===== src/hdl/mphl_pkg.sv =====
// shared types, codes and helpers of the multi-pattern match highlighter
`default_nettype none
package mphl_pkg;

  typedef enum logic [1:0] {
    OP_LOAD = 2'd0,
    OP_TEXT = 2'd1,
    OP_END  = 2'd2,
    OP_NONE = 2'd3
  } op_t;

  typedef enum logic [1:0] {
    S_IDLE,
    S_EVAL,
    S_EMIT,
    S_SUM
  } state_t;

  localparam int unsigned REG_PATTERN_COUNT = 0;

  // ascii upper-case fold
  function automatic logic [7:0] fold(input logic [7:0] c);
    if (c >= 8'h61 && c <= 8'h7a) begin
      return c - 8'd32;
    end
    return c;
  endfunction

endpackage
`default_nettype wire


===== src/hdl/mphl_cell.sv =====
// one window cell: holds a byte, shifts toward the head, compares against a pattern byte
`default_nettype none
module mphl_cell #(
  parameter int unsigned IDX = 0,
  parameter int unsigned LW  = 5
) (
  input  wire logic          clk,
  input  wire logic          clr,
  input  wire logic          shift,
  input  wire logic          ld,
  input  wire logic [7:0]    nb_in,
  input  wire logic [7:0]    ld_byte,
  input  wire logic [7:0]    cmp_byte,
  input  wire logic [LW-1:0] cmp_len,
  output logic [7:0]         q,
  output logic               eq
);

  logic [7:0] q_r;

  always_ff @(posedge clk) begin
    if (clr) begin
      q_r <= 8'd0;
    end else if (ld) begin
      q_r <= ld_byte;
    end else if (shift) begin
      q_r <= nb_in;
    end
  end

  assign q  = q_r;
  // positions past the pattern length always agree
  assign eq = (32'(cmp_len) <= IDX) ||
              (mphl_pkg::fold(q_r) == mphl_pkg::fold(cmp_byte));

endmodule
`default_nettype wire


===== src/hdl/multi_pattern_match_highlighter.sv =====
// top level of the multi-pattern match highlighter
//
// Patterns are loaded one byte per item (no result). Text bytes enter a
// lookahead window built as a chain of cells; while the window is not full a
// text item is only stored in it. Once it is full, each text item decides the
// oldest byte: the patterns are read from the pattern memory one row per
// cycle and compared in all cells at once, through the single read port of
// the pattern memory and the registered compare stage behind it. End of text
// emits every window byte that way, and then a summary item with the
// saturating match count and the number of distinct patterns seen. A result
// waits in an output register; the input is stalled from the start of an
// item's evaluation until its result has been taken into the output register.
`default_nettype none
module multi_pattern_match_highlighter #(
  parameter int unsigned MAX_PATTERNS    = 8,
  parameter int unsigned MAX_PATTERN_LEN = 16
) (
  input  wire logic        clk,
  input  wire logic        rst_n,
  // input items
  input  wire logic        in_valid,
  output logic             in_stall,
  input  wire logic [1:0]  in_operation,
  input  wire logic [2:0]  in_slot,
  input  wire logic [3:0]  in_position,
  input  wire logic [7:0]  in_byte_value,
  input  wire logic        in_pattern_end,
  // result items
  output logic             out_valid,
  input  wire logic        out_stall,
  output logic [7:0]       out_text_byte,
  output logic             out_highlighted,
  output logic             out_match_begins,
  output logic             out_is_summary,
  output logic [15:0]      out_total_matches,
  output logic [3:0]       out_distinct_found,
  output logic             out_last,
  // configuration
  input  wire logic        cfg_psel,
  input  wire logic        cfg_penable,
  input  wire logic        cfg_pwrite,
  input  wire logic [2:0]  cfg_paddr,
  input  wire logic [31:0] cfg_pwdata,
  output logic [31:0]      cfg_prdata,
  output logic             cfg_pready
);

  localparam int unsigned LEN = MAX_PATTERN_LEN;
  localparam int unsigned AW  = (MAX_PATTERNS > 1) ? $clog2(MAX_PATTERNS) : 1;
  localparam int unsigned PW  = $clog2(MAX_PATTERNS + 1);
  localparam int unsigned LAW = (LEN > 1) ? $clog2(LEN) : 1;
  localparam int unsigned LW  = $clog2(LEN + 1);

  // configuration register
  logic [3:0] pcount_r;
  logic       cfg_wr;

  assign cfg_pready = 1'b1;
  assign cfg_wr = cfg_psel && cfg_penable && cfg_pwrite &&
                  (32'(cfg_paddr[2]) == mphl_pkg::REG_PATTERN_COUNT);

  always_ff @(posedge clk) begin
    if (!rst_n) begin
      pcount_r <= 4'd0;
    end else if (cfg_wr) begin
      pcount_r <= cfg_pwdata[3:0];
    end
  end

  assign cfg_prdata = (32'(cfg_paddr[2]) == mphl_pkg::REG_PATTERN_COUNT) ?
                      {28'd0, pcount_r} : 32'd0;

  // patterns in use, clipped to the storage
  logic [PW-1:0] n_pat;
  assign n_pat = (32'(pcount_r) > MAX_PATTERNS) ? PW'(MAX_PATTERNS) : PW'(pcount_r);

  mphl_pkg::state_t state_r, state_nxt;

  logic accept;
  logic out_free;
  assign accept   = in_valid && !in_stall;
  assign out_free = !out_valid || !out_stall;

  // load decode, out-of-range slots and positions are dropped
  logic          load_ok;
  logic [AW+2:0] slot_x;
  logic [LAW+3:0] pos_x;
  assign slot_x  = (AW + 3)'(in_slot);
  assign pos_x   = (LAW + 4)'(in_position);
  assign load_ok = accept && (mphl_pkg::op_t'(in_operation) == mphl_pkg::OP_LOAD) &&
                   (32'(in_slot) < MAX_PATTERNS) && (32'(in_position) < LEN);

  // pattern memory, one row per pattern, and the length table
  logic [LEN-1:0][7:0] pmem [MAX_PATTERNS];
  logic [LW-1:0]       plen_r [MAX_PATTERNS];

  // evaluation sequencer
  logic [PW-1:0]       cnt_r, cnt_nxt;
  logic                issue;
  logic [LEN-1:0][7:0] rrow_r;
  logic [LW-1:0]       rlen_r;
  logic [AW-1:0]       pidx_r;
  logic                vld_r;

  assign issue = (state_r == mphl_pkg::S_EVAL) && (cnt_r < n_pat);

  always_ff @(posedge clk) begin
    if (load_ok) begin
      pmem[slot_x[AW-1:0]][pos_x[LAW-1:0]] <= in_byte_value;
    end
    if (issue) begin
      rrow_r <= pmem[cnt_r[AW-1:0]];
      rlen_r <= plen_r[cnt_r[AW-1:0]];
      pidx_r <= cnt_r[AW-1:0];
    end
  end

  always_ff @(posedge clk) begin
    if (!rst_n) begin
      for (int i = 0; i < MAX_PATTERNS; i++) begin
        plen_r[i] <= '0;
      end
    end else if (load_ok && in_pattern_end) begin
      plen_r[slot_x[AW-1:0]] <= LW'(pos_x[LAW-1:0]) + LW'(1);
    end
  end

  // window chain
  logic [LW-1:0]       fill_r, fill_nxt;
  logic [LEN-1:0][7:0] win_q;
  logic [LEN-1:0]      win_eq;
  logic                w_clr, w_shift, w_ld;
  logic [LAW-1:0]      w_ld_idx;
  logic [7:0]          w_ld_byte;
  logic [7:0]          pend_byte_r;
  logic                flush_r;

  for (genvar k = 0; k < LEN; k++) begin : g_cell
    logic [7:0] nb;
    if (k == LEN - 1) begin : g_tail
      assign nb = 8'd0;
    end else begin : g_mid
      assign nb = win_q[k+1];
    end
    mphl_cell #(.IDX(k), .LW(LW)) u_cell (
      .clk      (clk),
      .clr      (w_clr || !rst_n),
      .shift    (w_shift),
      .ld       (w_ld && (32'(w_ld_idx) == k)),
      .nb_in    (nb),
      .ld_byte  (w_ld_byte),
      .cmp_byte (rrow_r[k]),
      .cmp_len  (rlen_r),
      .q        (win_q[k]),
      .eq       (win_eq[k])
    );
  end

  // match of the pattern in the compare stage at the oldest position
  logic pmatch;
  assign pmatch = vld_r && (&win_eq) && (rlen_r != '0) && (rlen_r <= fill_r);

  logic                    hit_r;
  logic [LW-1:0]           hlen_r;
  logic [MAX_PATTERNS-1:0] found_r;
  logic [LW-1:0]           rem_r;
  logic [15:0]             total_r;

  // next state
  always_comb begin
    state_nxt = state_r;
    unique case (state_r)
      mphl_pkg::S_IDLE: begin
        if (accept) begin
          if (mphl_pkg::op_t'(in_operation) == mphl_pkg::OP_TEXT) begin
            if (32'(fill_r) >= LEN) begin
              state_nxt = mphl_pkg::S_EVAL;
            end
          end else if (mphl_pkg::op_t'(in_operation) == mphl_pkg::OP_END) begin
            state_nxt = (fill_r != '0) ? mphl_pkg::S_EVAL : mphl_pkg::S_SUM;
          end
        end
      end
      mphl_pkg::S_EVAL: begin
        if (!issue && !vld_r) begin
          state_nxt = mphl_pkg::S_EMIT;
        end
      end
      mphl_pkg::S_EMIT: begin
        if (out_free) begin
          if (!flush_r) begin
            state_nxt = mphl_pkg::S_IDLE;
          end else if (fill_r > LW'(1)) begin
            state_nxt = mphl_pkg::S_EVAL;
          end else begin
            state_nxt = mphl_pkg::S_SUM;
          end
        end
      end
      mphl_pkg::S_SUM: begin
        if (out_free) begin
          state_nxt = mphl_pkg::S_IDLE;
        end
      end
      default: state_nxt = mphl_pkg::S_IDLE;
    endcase
  end

  // control outputs of the sequencer
  logic emit_go, sum_go;
  always_comb begin
    in_stall  = 1'b1;
    w_clr     = 1'b0;
    w_shift   = 1'b0;
    w_ld      = 1'b0;
    w_ld_idx  = fill_r[LAW-1:0];
    w_ld_byte = in_byte_value;
    emit_go   = 1'b0;
    sum_go    = 1'b0;
    fill_nxt  = fill_r;
    cnt_nxt   = cnt_r;
    unique case (state_r)
      mphl_pkg::S_IDLE: begin
        in_stall = 1'b0;
        cnt_nxt  = '0;
        if (accept && (mphl_pkg::op_t'(in_operation) == mphl_pkg::OP_TEXT) &&
            (32'(fill_r) < LEN)) begin
          w_ld     = 1'b1;
          fill_nxt = fill_r + LW'(1);
        end
      end
      mphl_pkg::S_EVAL: begin
        if (issue) begin
          cnt_nxt = cnt_r + PW'(1);
        end
      end
      mphl_pkg::S_EMIT: begin
        cnt_nxt = '0;
        if (out_free) begin
          emit_go   = 1'b1;
          w_shift   = 1'b1;
          w_ld      = !flush_r;
          w_ld_idx  = LAW'(fill_r - LW'(1));
          w_ld_byte = pend_byte_r;
          fill_nxt  = flush_r ? fill_r - LW'(1) : fill_r;
        end
      end
      mphl_pkg::S_SUM: begin
        if (out_free) begin
          sum_go   = 1'b1;
          w_clr    = 1'b1;
          fill_nxt = '0;
        end
      end
      default: begin
        in_stall = 1'b1;
      end
    endcase
  end

  // distinct pattern count
  logic [PW-1:0] distinct;
  always_comb begin
    distinct = '0;
    for (int p = 0; p < MAX_PATTERNS; p++) begin
      distinct = distinct + PW'(found_r[p]);
    end
  end

  always_ff @(posedge clk) begin
    if (!rst_n) begin
      state_r <= mphl_pkg::S_IDLE;
      fill_r  <= '0;
      cnt_r   <= '0;
      vld_r   <= 1'b0;
      hit_r   <= 1'b0;
      found_r <= '0;
      rem_r   <= '0;
      total_r <= 16'd0;
      flush_r <= 1'b0;
      out_valid <= 1'b0;
    end else begin
      state_r <= state_nxt;
      fill_r  <= fill_nxt;
      cnt_r   <= cnt_nxt;
      vld_r   <= issue;
      if (out_valid && !out_stall) begin
        out_valid <= 1'b0;
      end
      if (accept) begin
        flush_r <= (mphl_pkg::op_t'(in_operation) == mphl_pkg::OP_END);
      end
      if (pmatch) begin
        found_r[pidx_r] <= 1'b1;
        if (!hit_r) begin
          hit_r <= 1'b1;
        end
      end
      if (emit_go) begin
        out_valid <= 1'b1;
        hit_r     <= 1'b0;
        if (rem_r != '0) begin
          rem_r <= rem_r - LW'(1);
        end else if (hit_r) begin
          rem_r <= hlen_r - LW'(1);
          if (total_r != 16'hffff) begin
            total_r <= total_r + 16'd1;
          end
        end
      end
      if (sum_go) begin
        out_valid <= 1'b1;
        rem_r     <= '0;
        total_r   <= 16'd0;
        found_r   <= '0;
        hit_r     <= 1'b0;
      end
    end
  end

  // payload registers
  always_ff @(posedge clk) begin
    if (accept && (mphl_pkg::op_t'(in_operation) == mphl_pkg::OP_TEXT)) begin
      pend_byte_r <= in_byte_value;
    end
    if (pmatch && !hit_r) begin
      hlen_r <= rlen_r;
    end
    if (emit_go) begin
      out_text_byte      <= win_q[0];
      out_highlighted    <= (rem_r != '0) || hit_r;
      out_match_begins   <= (rem_r == '0) && hit_r;
      out_is_summary     <= 1'b0;
      out_total_matches  <= 16'd0;
      out_distinct_found <= 4'd0;
      out_last           <= 1'b0;
    end
    if (sum_go) begin
      out_text_byte      <= 8'd0;
      out_highlighted    <= 1'b0;
      out_match_begins   <= 1'b0;
      out_is_summary     <= 1'b1;
      out_total_matches  <= total_r;
      out_distinct_found <= 4'(distinct);
      out_last           <= 1'b1;
    end
  end

endmodule
`default_nettype wire


===== config.mk =====
export PLATFORM = sky130hd
export DESIGN_NAME = multi_pattern_match_highlighter
export DESIGN_NICKNAME = d
export VERILOG_FILES = /design/src/hdl/mphl_pkg.sv /design/src/hdl/mphl_cell.sv /design/src/hdl/multi_pattern_match_highlighter.sv
export SDC_FILE = /design/constraint.sdc
export NUM_CORES = 2
export LEC_CHECK = 0
export BUFFER_PORTS_ARGS = -buffer_cell sky130_fd_sc_hd__buf_2
export CAP_MARGIN = 40
export CORE_MARGIN = 5
export CORE_UTILIZATION = 51
export CTS_BUF_LIST = sky130_fd_sc_hd__clkbuf_4
export DETAILED_ROUTE_END_ITERATION = 7
export GPL_ROUTABILITY_DRIVEN = 0
export PLACE_DENSITY = 0.67
export REMOVE_ABC_BUFFERS = 1
export SLEW_MARGIN = 40
export SYNTH_ARGS = -nofsm -noshare
export SYNTH_HDL_FRONTEND = slang
export SYNTH_SLANG_ARGS = --single-unit

===== constraint.sdc =====
create_clock -name clk -period 11.11 [get_ports clk]
set_input_delay 0 -clock clk [delete_from_list [all_inputs] [get_ports clk]]
set_output_delay 0 -clock clk [all_outputs]
set_load 0.05 [all_outputs]

# == Yosys cells after proc, flatten, opt, wreduce, memory -nomap -nowiden ==
# Memory sizes are Yosys's and may differ from the RTL's. A register that Yosys moved wholly into a read port is not among the register bits.
# Index checks and enable logic that the tools add are counted.
# W data, S select, Z words.
# totals
latch_bits,0
wordCells,535
rom_bits,0
output_inout_bits,67
reg_bits,223
mem_bits_rw,1064
input_bits,60
n_memories,2
# classes
reduce_logical,130
n_div,0
n_addsub,46
eq_ne,46
multipliers,0
n_lt_le_gt_ge,90
muxes,181
bitwise_logic,4
n_shift,0
# mem_list
memory,depth,word_bits,rd,rd_clocked_by_memory_dff,wr,line,rtl
pmem,8,128,1,1,1,multi_pattern_match_highlighter.sv:94,logic [LEN-1:0][7:0] pmem [MAX_PATTERNS];
plen_r,8,5,1,1,8,multi_pattern_match_highlighter.sv:95,logic [LW-1:0] plen_r [MAX_PATTERNS];
# op_table
operator,count
$mux W8,99
$ge A8 B7 Y1 const B,32
$le A8 B7 Y1 const B,32
$sub A8 B6 Y8 const B,32
$eq A8 B8 Y1,16
$mux W128,1
$logic_and A1 B1 Y1,66
$mux W1,48
$le A5 B4 Y1 const B,8
$reduce_bool A2 Y1,19
$mux W5,7
$demux W8 S4,1
$eq A4 B4 Y1 const B,8
$mux W16,2
$mux W4,7
$le A5 B3 Y1 const B,4
$mux W2,10
$logic_or A1 B1 Y1,19
$add A16 B1 Y16 const B,1
$add A4 B1 Y4,4
$eq A4 B3 Y1 const B,4
$ne A16 B16 Y1 const B,1
$reduce_and A16 Y1,1
$pmux W5 S3,1
47 further kinds,74

# == Depth between registers and ports, before layout ==
# logic_depth
word_depth,11
depth_mapped,13
ltp_nobuf,12

# == Cells and area by module ==
# Synthesis repeated with hierarchy kept, for this count alone.
# hier_totals
hier_cells,3806
area_unflattened_um2,60052.6
# by_module_without_submodules
mod,seq_area_each_um2,n_inst,area_each_um2,cells_each
multi_pattern_match_highlighter,38206.6,1,49867.8,2473
mphl_cell (g_cell[12].u_cell ...),160.2,2,648.1,86
mphl_cell (g_cell[15].u_cell),160.2,1,685.7,86
mphl_cell (g_cell[0].u_cell),160.2,1,656.9,86
mphl_cell (g_cell[6].u_cell),160.2,1,646.9,84
mphl_cell (g_cell[8].u_cell),160.2,1,646.9,83
mphl_cell (g_cell[5].u_cell),160.2,1,645.6,84
mphl_cell (g_cell[1].u_cell),160.2,1,644.4,84
mphl_cell (g_cell[10].u_cell),160.2,1,631.9,82
mphl_cell (g_cell[9].u_cell),160.2,1,629.4,82
mphl_cell (g_cell[14].u_cell),160.2,1,626.9,81
mphl_cell (g_cell[2].u_cell),160.2,1,625.6,84
mphl_cell (g_cell[13].u_cell),160.2,1,613.1,81
mphl_cell (g_cell[3].u_cell),160.2,1,613.1,82
+2 rows,--,--,--,--

# == Worst setup path after synthesis ==
# OpenSTA, ideal clock, no wires.
# synth_path
kind,register to register
from,register pcount_r[3]
to,register cnt_r[3]
n_path_buf,0
t_arrival_ns,4.774
setup_ns,0.115
period_less_slack_ns,4.890
t_required_ns,10.995
stages_incl_launch_ff,12
slack_ns,6.220
path_cell_list,dfxtp_1 inv_1 nand2_1 ha_1 a21boi_0 o21ai_0 nand2b_1 a211o_1 inv_1 nand4_1 xnor2_1 and3_1
# synth_between
elab_chain_len,6
# synth_rtl
item,line,rtl
from (decl),multi_pattern_match_highlighter.sv:55,logic [3:0] pcount_r;
from (signal assigned),multi_pattern_match_highlighter.sv:66,pcount_r <= cfg_pwdata[3:0];
$gt A4 B4 Y1,multi_pattern_match_highlighter.sv:75,assign n_pat = (32'(pcount_r) > MAX_PATTERNS) ? PW'(MAX_PATTERNS) : PW'(pcount_r);
$mux W4 (*),multi_pattern_match_highlighter.sv:75,
$lt A4 B4 Y1 (*),multi_pattern_match_highlighter.sv:105,assign issue = (state_r == mphl_pkg::S_EVAL) && (cnt_r < n_pat);
$logic_and A1 B1 Y1 (*),multi_pattern_match_highlighter.sv:105,
named net issue,multi_pattern_match_highlighter.sv:99,logic issue;
$ne A2 B2 Y1 (no line) (*),--,
$reduce_and A2 Y1 (no line) (*),--,
to (signal assigned),multi_pattern_match_highlighter.sv:285,cnt_r <= cnt_nxt;
to (decl),multi_pattern_match_highlighter.sv:98,"logic [PW-1:0] cnt_r, cnt_nxt;"
# The timed path passes the listed nets; every way through them passes the cells marked *.
# A chain may end at the register's enable or synchronous reset.

# == Final worst setup path ==
# layout_path
from,register state_r[0]
to,register g_cell[2].u_cell.q_r[7]
# layout_between
elab_chain_len,8
elab_cells_between_ends,17
classes_between,3 x eq/ne; 7 x mux; 7 x reduce/logical
# layout_rtl
item,line,rtl
from (decl),multi_pattern_match_highlighter.sv:77,"mphl_pkg::state_t state_r, state_nxt;"
from (signal assigned),multi_pattern_match_highlighter.sv:272,state_r <= mphl_pkg::S_IDLE;
from (signal assigned),multi_pattern_match_highlighter.sv:283,state_r <= state_nxt;
$logic_not A2 Y1,multi_pattern_match_highlighter.sv:222,unique case (state_r)
$logic_and A1 B1 Y1,multi_pattern_match_highlighter.sv:81,assign accept = in_valid && !in_stall;
$logic_and A1 B1 Y1 (2 in series),multi_pattern_match_highlighter.sv:226,if (accept && (mphl_pkg::op_t'(in_operation) == mphl_pkg::OP_TEXT) &&
$mux W1,multi_pattern_match_highlighter.sv:226,
$pmux W1 S2,multi_pattern_match_highlighter.sv:222,
$logic_and A1 B1 Y1,multi_pattern_match_highlighter.sv:149,".ld (w_ld && (32'(w_ld_idx) == k)),"
$mux W8 / $reduce_bool A2 Y1 (equally long branches),--,
to (signal assigned),mphl_cell.sv:25,q_r <= ld_byte;
to (signal assigned),mphl_cell.sv:27,q_r <= nb_in;
to (decl),mphl_cell.sv:19,logic [7:0] q_r;
# Parallel ways exist; a longest one is shown, timed or not.

==> results by group <==
Job
  • Max Cap Violations: 0

Setup path
  • Flop2flop setup slack: 6.94 ns
  • CP endpoint kind: register
  • Critical path required time: 12.15 ns
  • Crit path kind: reg2reg
  • Critical path arrival: 5.21 ns
  • Crit Path Max Fanout: 65
  • CP startpoint kind: register
  • Worst r2r src: state_r[0]
  • Crit path from: state_r[0]

Timing
  • Minimum clock period: 4.17 ns
  • Max-slew headroom: 41.8%
  • Final Hold Viols: 0
  • RSZ-0062 raised after global routing: false
  • Fmax: 240 MHz
  • Slew @ Worst Pin: 0.864 ns
  • Fin Clk Skew: 0.0976 ns
  • Finish-stage setup viols: 0
  • Total Neg Setup Slack: 0 ns
  • Final Max Tran Viols: 0
  • Final period utilization: 37.5%
  • Setup ws final: 6.94 ns

Power
  • Cell Pwr Density: 162 mW/mm²
  • Leak: 21.5 nW
  • Peak supply drop: 0.0995 mV

Drt
  • DRC: 0
  • Final ANT Viol Nets: 0
  • Vias after detailed routing: 34,100
  • Initial DRT Pass Iterations: 7
  • DR vias/cell: 5.85
  • Iteration-0 DRC Markers: 2,990
  • Final WL: 137,000 µm
  • DR WL/cell: 23.4 µm

Place
  • IO Port Bufs: 67
  • Detail Placement HPWL: 81,400 µm
  • Post-Place Cell Area: 0.0615 mm²
  • Pre-CTS worst setup slack: 6.94 ns

Finish
  • Syn-to-layout area delta: 12.5%
  • Nets@finish: 4,187
  • Finished Core Util: 57.7%
  • Share of cells above drive strength 1: 26.3%
  • Finished Cell Area: 0.0668 mm²

Run status
  • Outcome: finished, final reports clean

Floorplanning
  • Die X: 351 µm
  • Row Count: 125
  • Die H: 351 µm
  • # IOs: 127
  • Initial Util: 51.3%
  • Die area: 0.123 mm²
  • Core area: 0.116 mm²

Synth
  • Instance count of the mapped netlist: 3,691
  • Synthesized cell area: 0.0594 mm²
  • EDFF count, synth: 1,233
  • Distinct cells, synth: 76
  • #FFs+latches synth: 1,420
  • Ys Warns: 0
  • Asr flop ratio synth: 0%
  • Top FF cell, synth: edfxtp_1
  • Register area share after synthesis: 68.6%
  • Syn Area/Cell: 16.1 µm²

Clock tree
  • Clk slew on worst S/H paths: 0.07 ns
  • CTS sink count: 1,420
  • Post-CTS setup buffer count: 0
  • Root buffer selected by CTS: clkbuf_4
  • CTS tree: built
  • Clk_lat worst skew: 1.26 ns
  • TritonCTS buffer count: 362
  • Depth of the CTS H-tree: 5
  • Clock Tree Buf Depth: 4

Global route
  • First-pass GRT wire length: 207,000 µm
  • Initial antenna violation count: 4
  • GRT Util Overall: 22.3%
  • Vias in the first global route: 34,200
  • Largest net degree at the start of global routing: 99
  • Grt ovf: 0

Min path
  • Hold path start: in_slot[1]
  • Worst hold path class: in2reg
==> power by group <==
group	internal, mW	leakage, nW	switching, mW
Sequential	5.85	12.7	0.0735
Clock	2.22	2.58	1.99
Combinational	0.194	6.20	0.506
==> stage by stage <==
step           std cells  power [mW]  hold WS, ns
5_1_grt             5830        11.3        0.116
3_3_place_gp        5141        6.68        0.237
4_1_cts             5827        10.9       0.0243
6_report            5830        10.8        0.180
2_1_floorplan       3505        6.43       0.0989
3_5_place_dp        5149        6.70        0.239
==> state kept, by name, summed over array words and instances, names as in the netlist, 2 cells and up <==
name / flops
cnt_r: 4
fill_r: 5
found_r: 8
g_cell.u_cell.q: 128
hlen_r: 5
out_distinct_found: 4
out_text_byte: 8
out_total_matches: 16
pcount_r: 4
pend_byte_r: 8
pidx_r: 3
plen_r: 40
pmem: 1024
rem_r: 5
rlen_r: 5
rrow_r: 128
state_r: 2
total_r: 16
==> routing by layer <==
layer | vias to the layer above | routed length, µm | global-route usage (%)
li1 | 15400 | - | -
met5 | - | 0 | 0
met2 | 1283 | 65300 | 35.6
met1 | 17200 | 58400 | 30.8
met3 | 190 | 10100 | 5.15
met4 | 0 | 2790 | 6.96
==> cells in the mapped netlist, types with 30 or more instances <==
master       n  area share, %
buf_1       37           0.23
mux4_2     266             10
xnor2_1     98            1.4
o31ai_1     39           0.49
dfxtp_1    187            6.3
inv_1       96           0.61
nor2_1     340            2.1
a21oi_1     63           0.53
clkbuf_1   141           0.89
mux2_2     136            2.6
buf_4       30           0.38
nand2_1    137           0.87
and2_1      90           0.95
xor2_1      69            1.0
ha_1        54            1.1
o21ai_0     34           0.29
a211oi_1   247            3.1
edfxtp_1  1233             62
nor3_1      42           0.35
nand3_1     64           0.54
==> critical path, stage by stage, from the launching register on <==
cell and delay, ns:
dfxtp_1 0.30, buf_4 0.24, inv_1 0.26, nand2_1 0.21
nor2_4 0.54, buf_4 0.67, o21ai_0 0.26, nor2_1 0.15
a21oi_1 0.06, a32oi_1 0.57, nor2_2 0.31, a211oi_1 0.32
a211oi_1 0.09
==> cell usage in the layout (no fill, tap or decap), types with 27 or more instances in the layout <==
cell / count
clkinv_1: 72
inv_1: 95
a211oi_1: 247
nand2_1: 135
conb_1: 29
ha_1: 54
o31ai_1: 39
and2_1: 90
edfxtp_1: 1233
buf_2: 59
nand3_1: 63
o21ai_0: 33
a21oi_1: 63
and3_1: 27
nor2_2: 41
buf_4: 43
clkbuf_4: 514
nor3_1: 41
xnor2_1: 98
nor2_1: 298
xor2_1: 69
dfxtp_1: 184
dlygate4sd3_1: 72
mux2_2: 136
mux4_2: 266
==> kinds of logic after synthesis <==
family / Yosys count / synth area share (%)
fa+ha+maj: 58 / 1.27
mux: 420 / 13.0
compound gates: 493 / 5.86
simple gates: 821 / 6.66
flops: 1420 / 68.6
other cells: 2 / 0.0126
xor+xnor: 167 / 2.46
buf+inv: 310 / 2.16
==> area by class of cell <==
cell class	count	area [µm²]
Clock buffer	514	3860
Clock inverter	85	459
Timing Repair Buffer	200	1800
Multi-Input combinational cell	1988	17700
Inverter	97	369
Antenna cell	2	5.00
Fill cell	8862	49100
Sequential cell	1420	40800
Tap cell	1524	1910
==> path summary, 6_finish.rpt <==
| kind | endpoint | depth (start not counted) |
|---|---|---|
| worst min-delay path | plen_r[3][4] | 5 |
| worst min register to register | found_r[5] | 2 |
| worst max-delay path | g_cell[2].u_cell.q[7] | 12 |
| worst max register to register | g_cell[2].u_cell.q[7] | 12 |
==> what timing repair did <==
| action | 4_1_cts | 5_1_grt |
|---|---|---|
| gates resized for setup | 0 | 0 |
| hold buffers | 79 | 0 |
| endpoints found under the setup margin | 0 | 0 |
| endpoints found under the hold margin | 2205 | 0 |
Power figures use the tool's default switching activity.
